$ cat src/hw/rtl/mdds_pkg.sv
package mdds_pkg;

  // number of low-order decimal digits that are summed
  localparam int DECIMAL_DIGITS = 10;

  // field widths
  localparam int VALUE_W  = 32;
  localparam int BEST_W   = 31;
  localparam int SUM_W    = 7;
  localparam int DIGIT_W  = 4;
  localparam int DCNT_W   = (DECIMAL_DIGITS > 1) ? $clog2(DECIMAL_DIGITS) : 1;

  // divide by ten through a reciprocal: q = (v * RECIP) >> SHIFT, exact for v < 2**32
  localparam logic [31:0] DIV10_RECIP = 32'hCCCC_CCCD;
  localparam int          DIV10_SHIFT = 35;
  localparam int          PROD_W      = BEST_W + 32;

  // sequencer states
  typedef enum logic [1:0] {
    ST_IDLE,
    ST_DIV,
    ST_ACC,
    ST_DONE
  } state_t;

endpackage

$ cat src/hw/rtl/max_decimal_digit_sum_tracker.sv
// for a positive value, each of the DECIMAL_DIGITS low-order digits takes a divide-by-ten multiply
//   step (ST_DIV) and then a remainder/accumulate step (ST_ACC), before ST_DONE loads the result
// an ending value (zero or negative) goes from acceptance straight to ST_DONE, then to out_valid
// a new transaction is accepted only in ST_IDLE, once the previous one has left ST_DONE
// a new transaction is accepted while the previous result still waits in the output register
// reset (synchronous, rst_n low) clears the tracker to zero and empties the output register
module max_decimal_digit_sum_tracker (
  input  logic                          clk,
  input  logic                          rst_n,
  input  logic                          in_valid,
  output logic                          in_stall,
  input  logic signed [mdds_pkg::VALUE_W-1:0] in_value,
  output logic                          out_valid,
  input  logic                          out_stall,
  output logic [mdds_pkg::SUM_W-1:0]    out_digit_sum,
  output logic [mdds_pkg::BEST_W-1:0]   out_best_value,
  output logic [mdds_pkg::SUM_W-1:0]    out_best_sum,
  output logic                          out_final_res
);

  mdds_pkg::state_t state_r, state_nxt;

  logic [mdds_pkg::BEST_W-1:0] work_r, work_nxt;
  logic [mdds_pkg::BEST_W-1:0] orig_r, orig_nxt;
  logic [mdds_pkg::BEST_W-1:0] quot_r, quot_nxt;
  logic [mdds_pkg::SUM_W-1:0]  sum_r, sum_nxt;
  logic [mdds_pkg::DCNT_W-1:0] cnt_r, cnt_nxt;
  logic                        ends_r, ends_nxt;

  logic [mdds_pkg::BEST_W-1:0] tracked_value_r;
  logic [mdds_pkg::SUM_W-1:0]  tracked_sum_r;

  logic                        out_valid_r;
  logic [mdds_pkg::SUM_W-1:0]  out_digit_sum_r;
  logic [mdds_pkg::BEST_W-1:0] out_best_value_r;
  logic [mdds_pkg::SUM_W-1:0]  out_best_sum_r;
  logic                        out_final_r;

  logic                        in_take;
  logic                        in_ends;
  logic                        load;
  logic                        last_digit;
  logic [mdds_pkg::PROD_W-1:0] prod;
  logic [mdds_pkg::BEST_W-1:0] rem_full;
  logic [mdds_pkg::DIGIT_W-1:0] digit;
  logic                        better;

  // input decode
  assign in_ends    = in_value[mdds_pkg::VALUE_W-1] || (in_value == '0);
  assign last_digit = (cnt_r == mdds_pkg::DCNT_W'(mdds_pkg::DECIMAL_DIGITS - 1));

  // shared divide-by-ten unit
  assign prod     = mdds_pkg::PROD_W'(work_r) * mdds_pkg::PROD_W'(mdds_pkg::DIV10_RECIP);
  assign rem_full = work_r - ({quot_r[mdds_pkg::BEST_W-4:0], 3'b000}
                              + {quot_r[mdds_pkg::BEST_W-2:0], 1'b0});
  assign digit    = rem_full[mdds_pkg::DIGIT_W-1:0];
  assign better   = (sum_r > tracked_sum_r);

  // next state
  always_comb begin
    state_nxt = state_r;
    case (state_r)
      mdds_pkg::ST_IDLE: begin
        if (in_valid) begin
          state_nxt = in_ends ? mdds_pkg::ST_DONE : mdds_pkg::ST_DIV;
        end
      end
      mdds_pkg::ST_DIV:  state_nxt = mdds_pkg::ST_ACC;
      mdds_pkg::ST_ACC:  state_nxt = last_digit ? mdds_pkg::ST_DONE : mdds_pkg::ST_DIV;
      mdds_pkg::ST_DONE: begin
        if (!out_valid_r || !out_stall) begin
          state_nxt = mdds_pkg::ST_IDLE;
        end
      end
      default:           state_nxt = mdds_pkg::ST_IDLE;
    endcase
  end

  // sequencer outputs
  always_comb begin
    in_stall = 1'b1;
    load     = 1'b0;
    case (state_r)
      mdds_pkg::ST_IDLE: in_stall = 1'b0;
      mdds_pkg::ST_DONE: load     = !out_valid_r || !out_stall;
      default: begin
        in_stall = 1'b1;
        load     = 1'b0;
      end
    endcase
  end

  assign in_take = in_valid && !in_stall;

  // datapath next values
  always_comb begin
    work_nxt = work_r;
    orig_nxt = orig_r;
    quot_nxt = quot_r;
    sum_nxt  = sum_r;
    cnt_nxt  = cnt_r;
    ends_nxt = ends_r;
    if (in_take) begin
      work_nxt = in_value[mdds_pkg::BEST_W-1:0];
      orig_nxt = in_value[mdds_pkg::BEST_W-1:0];
      sum_nxt  = '0;
      cnt_nxt  = '0;
      ends_nxt = in_ends;
    end else if (state_r == mdds_pkg::ST_DIV) begin
      quot_nxt = mdds_pkg::BEST_W'(prod >> mdds_pkg::DIV10_SHIFT);
    end else if (state_r == mdds_pkg::ST_ACC) begin
      work_nxt = quot_r;
      sum_nxt  = sum_r + mdds_pkg::SUM_W'(digit);
      if (!last_digit) begin
        cnt_nxt = cnt_r + 1'b1;
      end
    end
  end

  // control registers
  always_ff @(posedge clk) begin
    if (!rst_n) begin
      state_r         <= mdds_pkg::ST_IDLE;
      cnt_r           <= '0;
      out_valid_r     <= 1'b0;
      tracked_value_r <= '0;
      tracked_sum_r   <= '0;
    end else begin
      state_r <= state_nxt;
      cnt_r   <= cnt_nxt;
      if (load) begin
        out_valid_r <= 1'b1;
        if (ends_r) begin
          tracked_value_r <= '0;
          tracked_sum_r   <= '0;
        end else if (better) begin
          tracked_value_r <= orig_r;
          tracked_sum_r   <= sum_r;
        end
      end else if (!out_stall) begin
        out_valid_r <= 1'b0;
      end
    end
  end

  // payload registers
  always_ff @(posedge clk) begin
    work_r <= work_nxt;
    orig_r <= orig_nxt;
    quot_r <= quot_nxt;
    sum_r  <= sum_nxt;
    ends_r <= ends_nxt;
    if (load) begin
      out_final_r <= ends_r;
      if (ends_r) begin
        out_digit_sum_r  <= '0;
        out_best_value_r <= tracked_value_r;
        out_best_sum_r   <= tracked_sum_r;
      end else begin
        out_digit_sum_r  <= sum_r;
        out_best_value_r <= better ? orig_r : tracked_value_r;
        out_best_sum_r   <= better ? sum_r : tracked_sum_r;
      end
    end
  end

  // result transaction ports
  assign out_valid      = out_valid_r;
  assign out_digit_sum  = out_digit_sum_r;
  assign out_best_value = out_best_value_r;
  assign out_best_sum   = out_best_sum_r;
  assign out_final_res  = out_final_r;

  // final result carries no digit sum
  a_final_zero_sum: assert property (@(posedge clk) disable iff (!rst_n)
    out_valid_r && out_final_r |-> out_digit_sum_r == '0)
    else $error("final result with nonzero digit sum");

  // best sum never below the current item's sum
  a_best_ge_sum: assert property (@(posedge clk) disable iff (!rst_n)
    out_valid_r && !out_final_r |-> out_best_sum_r >= out_digit_sum_r)
    else $error("best sum below item digit sum");

  // ending transaction clears the tracker
  a_clear: assert property (@(posedge clk) disable iff (!rst_n)
    load && ends_r |=> tracked_sum_r == '0 && tracked_value_r == '0)
    else $error("tracker not cleared after ending transaction");

  // tracked best never decreases within a set
  a_monotonic: assert property (@(posedge clk) disable iff (!rst_n)
    load && !ends_r |=> tracked_sum_r >= $past(tracked_sum_r))
    else $error("tracked sum decreased");

  // digit counter stays in range
  a_cnt_range: assert property (@(posedge clk) disable iff (!rst_n)
    cnt_r <= mdds_pkg::DCNT_W'(mdds_pkg::DECIMAL_DIGITS - 1))
    else $error("digit counter out of range");

endmodule
$ cat config.mk
export PLATFORM = sky130hd
export DESIGN_NAME = max_decimal_digit_sum_tracker
export DESIGN_NICKNAME = d
export VERILOG_FILES = /design/src/hw/rtl/mdds_pkg.sv /design/src/hw/rtl/max_decimal_digit_sum_tracker.sv
export SDC_FILE = /design/constraint.sdc
export NUM_CORES = 1
export LEC_CHECK = 0
export BUFFER_PORTS_ARGS = -buffer_cell sky130_fd_sc_hd__buf_2
export CELL_PAD_IN_SITES_DETAIL_PLACEMENT = 1
export CELL_PAD_IN_SITES_GLOBAL_PLACEMENT = 2
export CORE_MARGIN = 2
export CORE_UTILIZATION = 35
export CTS_CLUSTER_SIZE = 25
export DETAILED_ROUTE_END_ITERATION = 7
export PLACE_DENSITY = 0.69
export SYNTH_ARGS = -nofsm -noshare
export SYNTH_HDL_FRONTEND = slang
export SYNTH_SLANG_ARGS = --single-unit
$ cat constraint.sdc
create_clock -name clk -period 8.25 [get_ports clk]
set_clock_uncertainty 0.2 [all_clocks]
set_input_delay 0.825 -clock clk [delete_from_list [all_inputs] [get_ports clk]]
set_output_delay 0.825 -clock clk [all_outputs]
set_load 0.01 [all_outputs]
==> results.json, run 1 <==
{
  "critical_path_class": "flop to flop",
  "min_period_ps": 7900,
  "synth_top_area_share_pct": 24.5,
  "synth.distinct_cells": 59,
  "dr.pass1.iters": 5,
  "async_flop_share_pct": 0,
  "grt_max_degree": 50,
  "clkLatencyLatePin_ps": 450,
  "status": "finished clean",
  "hpwl_um": 43900,
  "fp-row-count": 85,
  "hold_slack_ps": 296,
  "syn_area_sq_um": 19000,
  "avgSynthCellArea_sq_um": 11.4,
  "drc": 0,
  "start_util_pct": 35.4,
  "gp_congestion": 0.886,
  "crit_family": "adder cells",
  "die_y_um": 237,
  "grt_pass1_wl_um": 81000,
  "drv_cap": 0,
  "synthesis.instances": 1672,
  "slew_headroom_pct": 25.5,
  "die_area_sq_um": 56300,
  "core-area_sq_um": 53800,
  "areaGrowthSynthToFinish_pct": 10.5,
  "yosys_warnings": 0,
  "critPathMaxStageDelay_ps": 610,
  "first_iter_violations": 523,
  "n_antenna_cell": 0,
  "setup_violations": 0,
  "antenna_found_initial": 0,
  "maxSlewViolCount": 0,
  "io_buffers": 83,
  "synth_edf_count": 137,
  "synth-main-ff-cell": "edfxtp_1",
  "worst_slew_pin_slew_ps": 1120,
  "grt_pass1_vias": 13922,
  "die_x_um": 237,
  "synth_commonest_cells": "352 x inv_1, 316 x ha_1, 233 x fa_1, 137 x edfxtp_1, 64 x mux2_2",
  "cts_buffers": 17,
  "fmax_ghz": 0.127,
  "nNetsFinal": 2353,
  "cpMaxStageDelayCell": "fa_1",
  "clk_path_buf_depth": 2,
  "reg2reg_slack_ps": 350,
  "synth_nets": 2257,
  "worstHoldPathType": "flop to flop",
  "cts_max_level": 4,
  "ys_seq_area_share_pct": 27.1,
  "crit_fanout": 5,
  "rr_startpoint": "work_r[5]",
  "grt_usage_pct": 18.9,
  "period_share_pct": 95.8,
  "cts-root-buf": "clkbuf_16",
  "cp.buffers_inverters": 8,
  "crit_top_cell": "inv_1",
  "place_area_sq_um": 20400,
  "fin_area_sq_um": 21000,
  "critical_path.endpoint_type": "flop",
  "postRouteAntennaNets": 0,
  "drive_above_1_share_pct": 12.7,
  "holdCritStartpoint": "tracked_sum_r[6]",
  "viasPerCell": 4.96,
  "setup_tns_ps": 0,
  "hold_viol": 0,
  "ys_ff_latch": 189,
  "grt.overflow.total": 0,
  "worstPathRequired_ps": 8230,
  "worstSetupStartpointType": "flop",
  "yosysMostFrequentCell": "inv_1",
  "yosys.area.top_type": "fa_1",
  "synth.area.top_cells": "fa_1 25%, edfxtp_1 22%, ha_1 21%, inv_1 6.9%, dfxtp_1 5.5%",
  "path_clk_slew_ps": 70,
  "vias": 12293,
  "cts_sinks": 189,
  "cts_tree": "built",
  "drt-total-wl_um": 51400,
  "crit_arrival_ps": 7880,
  "wl_per_cell_um": 20.8,
  "cp-startpoint": "work_r[5]",
  "ioPinCount": 84
}
==> timing repair <==
item,in CTS,in global routing
pin swaps,1,2
hold buffers,0,0
gates resized for setup,0,6
buffers inserted,0,4
setup endpoints to repair,1,15
==> metrics by stage <==
stage	utilization, %	instances	worst slack [ps]
2_1_floorplan	-	1672	1060
3_3_place_gp	37.8	2441	140
3_5_place_dp	37.8	2441	35.7
4_1_cts	39.0	2473	0.115
5_1_grt	39.1	2477	-12.2
6_report	39.1	2477	345
==> layer usage <==
metal	vias up	global-route usage (%)	routed length [um]
li1	5780	-	-
met1	6346	25.7	24100
met2	141	33.6	25800
met3	26	1.77	1050
met4	0	2.53	476
met5	-	0	0
==> worst paths after layout <==
path / to / cells after the start
min reg2reg: tracked_sum_r[6] / 2
max reg2reg: quot_r[27] / 27
max: quot_r[27] / 27
min: tracked_sum_r[6] / 2
==> flip-flops by register name, indices dropped and copies added (netlist names), 2 cells and up <==
| register | count |
|---|---|
| orig_r | 31 |
| sum_r | 7 |
| out_best_value | 31 |
| quot_r | 28 |
| out_digit_sum | 7 |
| work_r | 31 |
| cnt_r | 4 |
| out_best_sum | 7 |
| tracked_value_r | 31 |
| state_r | 2 |
| tracked_sum_r | 7 |
==> area by class of cell <==
cell class | count | area, sq um
multi-input combinational | 1103 | 12500
clock buffer | 17 | 425
sequential | 189 | 5150
inverter | 352 | 1320
tap | 696 | 871
timing repair buffer | 105 | 581
clock inverter | 15 | 183
fill | 5858 | 32800
==> placed cells by master, fill, tap and decap left out, types with 3 or more instances in the layout <==
cell type	netlist	routed
dfxtp_1	52	52
buf_4	0	22
a22oi_1	39	39
o21ai_0	30	29
nor2_1	34	33
nor3_1	9	9
nand2b_1	6	6
nand4_1	17	17
o21bai_1	7	7
a211oi_1	7	7
a21o_1	28	28
inv_1	352	351
buf_2	0	83
inv_6	0	4
clkinv_4	0	3
ha_1	316	316
nand3_1	15	15
xnor2_1	45	45
mux2_2	64	64
and2_1	4	4
nor2b_1	57	55
clkbuf_16	0	17
or3_1	3	3
or2_2	4	4
nand2_1	46	46
a21oi_1	62	62
nor4_1	10	9
fa_1	233	232
o211ai_1	4	4
o21ai_1	5	5
edfxtp_1	137	137
and3_1	3	3
xor2_1	16	16
==> tightest hold or removal path, cell delays in order, from the launching register on <==
cell      delay [ps]
dfxtp_1          310
o21ai_0           60
a21boi_0          70
==> cells by family after synthesis <==
| kind of cell | share of synthesized area (%) |
|---|---|
| AO/OA/AOI/OAI | 7.52 |
| buffers and inverters | 7.49 |
| flip-flops | 27.1 |
| XOR/XNOR | 2.81 |
| adder cells (fa/ha/maj) | 45.3 |
| multiplexers | 3.79 |
| AND/OR/NAND/NOR | 6.03 |
Power of run 1 is left out: the tool's default activity adds up to more than one toggle a clock period on the data nets, which glitch-free logic cannot reach.
==> run 2: changes to the inputs <==
CORE_UTILIZATION = 43   (was 35)
PLACE_DENSITY = 0.82   (was 0.69)
==> run 2 against run 1 <==
  * Global-route usage up 4.1 points
  * Largest cell class unchanged
  * Final cell count down 4.2%
  * Routed wire length down 0.50%
  * Flip-flop and latch count unchanged
==> results.json, run 2 (synthesized netlist as in run 1, its figures left out) <==
{
  "status": "finished clean",
  "dr.pass1.iters": 5,
  "rsz0062_at_grt": "true",
  "start_util_pct": 43.3,
  "worstPathRequired_ps": 8230,
  "worstHoldPathType": "flop to flop",
  "nNetsFinal": 2354,
  "die_area_sq_um": 46000,
  "path_depth": 25,
  "critPathMaxStageDelay_ps": 690,
  "critical_path_class": "flop to flop",
  "viasPerCell": 5.24,
  "cp.buffers_inverters": 5,
  "critical_path.endpoint_type": "flop",
  "cts_buffers": 17,
  "post-route-util_pct": 47.5,
  "maxSlewViolCount": 0,
  "drive_above_1_share_pct": 12.9,
  "dpl_worst_slack_ps": -205,
  "path_clk_slew_ps": 70,
  "hold_viol": 0,
  "die_y_um": 214,
  "core-area_sq_um": 43900,
  "hpwl_um": 43300,
  "worst_slew_pin_slew_ps": 911,
  "die_x_um": 214,
  "hold_slack_ps": 288,
  "cts_sinks": 189,
  "antenna_found_initial": 0,
  "cts-root-buf": "clkbuf_16",
  "fp-row-count": 77,
  "drt-total-wl_um": 51200,
  "clk_path_buf_depth": 2,
  "period_share_pct": 96.8,
  "grt_pass1_vias": 14133,
  "setup_tns_ps": 0,
  "reg2reg_slack_ps": 260,
  "cpMaxStageDelayCell": "fa_2",
  "reg2reg_depth": 25,
  "areaGrowthSynthToFinish_pct": 9.59,
  "vias": 12439,
  "clkLatencyLatePin_ps": 460,
  "slew_headroom_pct": 39.2,
  "grt_usage_pct": 23.0,
  "ctsHoldBuffers": 0,
  "grt.overflow.total": 0,
  "gp_congestion": 0.887,
  "layout_setup_ws_ps": 264,
  "wl_per_cell_um": 21.6,
  "drc": 0,
  "n_antenna_cell": 0,
  "setup_violations": 0,
  "cts_tree": "built",
  "worstSetupStartpointType": "flop",
  "io_buffers": 83,
  "fillerInstances": 4786,
  "crit_arrival_ps": 7970,
  "cts_max_level": 4,
  "layout_commonest_cell": "inv_1",
  "grt_pass1_wl_um": 80900,
  "final_cell_mix": "351 x inv_1, 315 x ha_1, 232 x fa_1",
  "final-seq-area_sq_um": 5150,
  "crit_top_cell": "fa_1",
  "postRouteAntennaNets": 0,
  "ioPinCount": 84,
  "min_period_ps": 7990,
  "min_path_cells": 2,
  "crit_family": "adder cells",
  "grt_max_degree": 43,
  "crit_fanout": 6,
  "fmax_ghz": 0.125,
  "drv_cap": 0,
  "multi_input_area_sq_um": 12500,
  "first_iter_violations": 702
}
## run 2: timing repair
item                       4_1_cts  5_1_grt
pin swaps                        1        2
buffers inserted                 1        3
setup endpoints to repair       12       16
resized for setup                2        6
## run 2: tightest hold or removal path: stages, from the launching register on
cell      delay [ps]
dfxtp_1          310
o21ai_0           60
a21boi_0          70
## run 2: final timing paths
check	startpoint	to
worst max register to register	work_r[17]	quot_r[21]
worst min register to register	tracked_sum_r[6]	tracked_sum_r[6]
worst max-delay path	work_r[17]	quot_r[21]
worst min-delay path	tracked_sum_r[6]	tracked_sum_r[6]
## run 2: metrics by stage
| stage | instances | instance area (sq um) |
|---|---|---|
| 2_1_floorplan | 1672 | 19000 |
| 3_3_place_gp | 2338 | 20200 |
| 3_5_place_dp | 2338 | 20200 |
| 4_1_cts | 2371 | 20800 |
| 5_1_grt | 2374 | 20900 |
| 6_report | 2374 | 20900 |
## run 2: layout make-up
class                           instances  area share, %
Sequential cell                       189           24.7
Inverter                              352           6.33
Clock buffer                           19           2.08
Clock inverter                         13          0.534
Tap cell                              592           3.55
Timing Repair Buffer                  106           2.82
Multi-Input combinational cell       1103           60.0
## run 2: layer usage
metal / track usage [%] / part of all wire [%]
met4: 4.65 / 1.5
met1: 30.0 / 44
met5: 0 / 0
met3: 2.71 / 3.5
met2: 41.2 / 51
Power of run 2 is left out for the same reason.
==> run 3: changes to the inputs <==
BUFFER_PORTS_ARGS = unset   (was -buffer_cell sky130_fd_sc_hd__buf_2)
CORE_MARGIN = 5   (was 2)
DONT_BUFFER_PORTS = 1   (was unset)
MAX_ROUTING_LAYER = met4   (was unset)
PLACE_DENSITY = 0.8   (was 0.82)
==> run 3 against run 2 <==
  * Routed wire length shrank 2.9%
  * First-iteration DRC count shrank 2.3%
  * Hold slack lost 10 ps
  * Cell area shrank 1.8%
  * Setup slack gained 80 ps
  * Highest routed layer unchanged
==> results.json, run 3 (synthesized netlist as in run 1, its figures left out) <==
{
  "cts_sinks": 189,
  "place_area_sq_um": 19800,
  "cts_tree": "built",
  "grt_pass1_vias": 13405,
  "reg2reg_depth": 28,
  "fp-row-count": 77,
  "cp-endpoint": "quot_r[15]",
  "setup_tns_ps": 0,
  "ioPinCount": 84,
  "period_share_pct": 95.8,
  "worst_slew_pin_slew_ps": 1050,
  "viasPerCell": 5.26,
  "path_clk_slew_ps": 80,
  "crit_top_cell": "inv_1",
  "drc": 0,
  "critical_path.endpoint_type": "flop",
  "clkLatencyLatePin_ps": 440,
  "die_y_um": 220,
  "min_path_cells": 0,
  "cpMaxStageDelayCell": "fa_1",
  "gp_congestion": 0.944,
  "areaGrowthSynthToFinish_pct": 7.59,
  "reg2reg_slack_ps": 340,
  "layout_commonest_cell": "inv_1",
  "wl_per_cell_um": 21.7,
  "crit_arrival_ps": 8010,
  "crit_family": "adder cells",
  "grt.overflow.total": 0,
  "grt_usage_pct": 21.6,
  "maxSlewViolCount": 0,
  "fin_area_sq_um": 20500,
  "dp_cells": 2252,
  "antenna_found_initial": 1,
  "stdcell_count": 2289,
  "rr_startpoint": "work_r[5]",
  "drt-total-wl_um": 49700,
  "io_buffers": 0,
  "status": "finished clean",
  "drive_above_1_share_pct": 8.67,
  "critPathMaxStageDelay_ps": 560,
  "critical_path_class": "flop to flop",
  "worstSetupStartpointType": "flop",
  "dr.pass1.iters": 5,
  "die_area_sq_um": 48600,
  "crit_fanout": 4,
  "worstHoldPathType": "primary input to flop",
  "first_iter_violations": 686,
  "cts-root-buf": "clkbuf_16",
  "nNetsFinal": 2268,
  "final_cell_mix": "351 x inv_1, 315 x ha_1, 232 x fa_1",
  "path_depth": 28,
  "vias": 12034,
  "cts_max_level": 4,
  "hold_viol": 0,
  "grt_pass1_wl_um": 77300,
  "slew_headroom_pct": 30.1,
  "worstPathRequired_ps": 8350,
  "cp.buffers_inverters": 9,
  "setup_violations": 0,
  "dpl_worst_slack_ps": -556,
  "core-area_sq_um": 44000,
  "holdCritStartpoint": "in_value[26]",
  "min_period_ps": 7910,
  "hpwl_um": 42200,
  "die_x_um": 220,
  "reg2reg_to": "quot_r[15]",
  "drv_cap": 0,
  "fmax_ghz": 0.126,
  "clk_path_buf_depth": 2,
  "grt_max_degree": 69,
  "cp-startpoint": "work_r[5]",
  "cts_buffers": 17,
  "postRouteAntennaNets": 0,
  "layout_setup_ws_ps": 344,
  "start_util_pct": 43.2
}
run 3: cell count changes in the layout (fill, tap and decap cells not counted), sizes merged:
cell	previous run	this run
diode	0	1
inv	358	360
clkinvlp	3	1
buf	106	20
run 3: how the worst min path moves through the flow:
stage / endpoint / slack, ps
CTS: orig_r[26] / 260
global route: orig_r[26] / 250
floorplan: out_final_res / 240
detailed placement: tracked_sum_r[6] / 280
global placement: tracked_sum_r[6] / 270
finish: orig_r[26] / 280
run 3: layer usage:
| layer | share of wire (%) | GRT usage (%) | vias up | wire length [um] |
|---|---|---|---|---|
| li1 | - | - | 5613 | - |
| met1 | 44 | 27.5 | 6219 | 21900 |
| met2 | 52 | 37.4 | 173 | 25600 |
| met3 | 3.4 | 3.23 | 29 | 1680 |
| met4 | 1.0 | 3.64 | 0 | 499 |
| met5 | 0 | - | - | 0 |
run 3: cell type report:
class                      count  area (sq um)
antenna                        1          2.50
sequential                   189          5150
multi-input combinational   1103         12500
inverter                     352          1320
fill                        4752         23600
tap                          592           741
clock buffer                  19           453
clock inverter                13           120
timing repair buffer          20           150
run 3: what timing repair did:
| action | CTS | global route |
|---|---|---|
| hold buffers | 0 | 0 |
| pin swaps | 1 | 4 |
| setup buffers | 2 | 2 |
| gates resized for setup | 4 | 7 |
| endpoints found under the setup margin | 16 | 14 |
run 3: worst register-to-register path: cells and delay by family, from the launching register on:
| kind | cells | cell delay (ps) |
|---|---|---|
| adders and majority gates | 9 | 4210 |
| AOI/OAI and AO/OA | 6 | 1150 |
| and+or+nand+nor | 4 | 1010 |
| buffers and inverters | 9 | 760 |
| DFF | 1 | 430 |
run 3: through the flow:
| step | util, % | hold slack [ps] |
|---|---|---|
| final | 46.5 | 278 |
| after global routing | 46.5 | 247 |
| after CTS | 46.4 | 261 |
| after detailed placement | 45.0 | 284 |
| after global placement | 45.0 | 269 |
| after floorplan | - | 241 |
Power of run 3 is left out for the same reason.
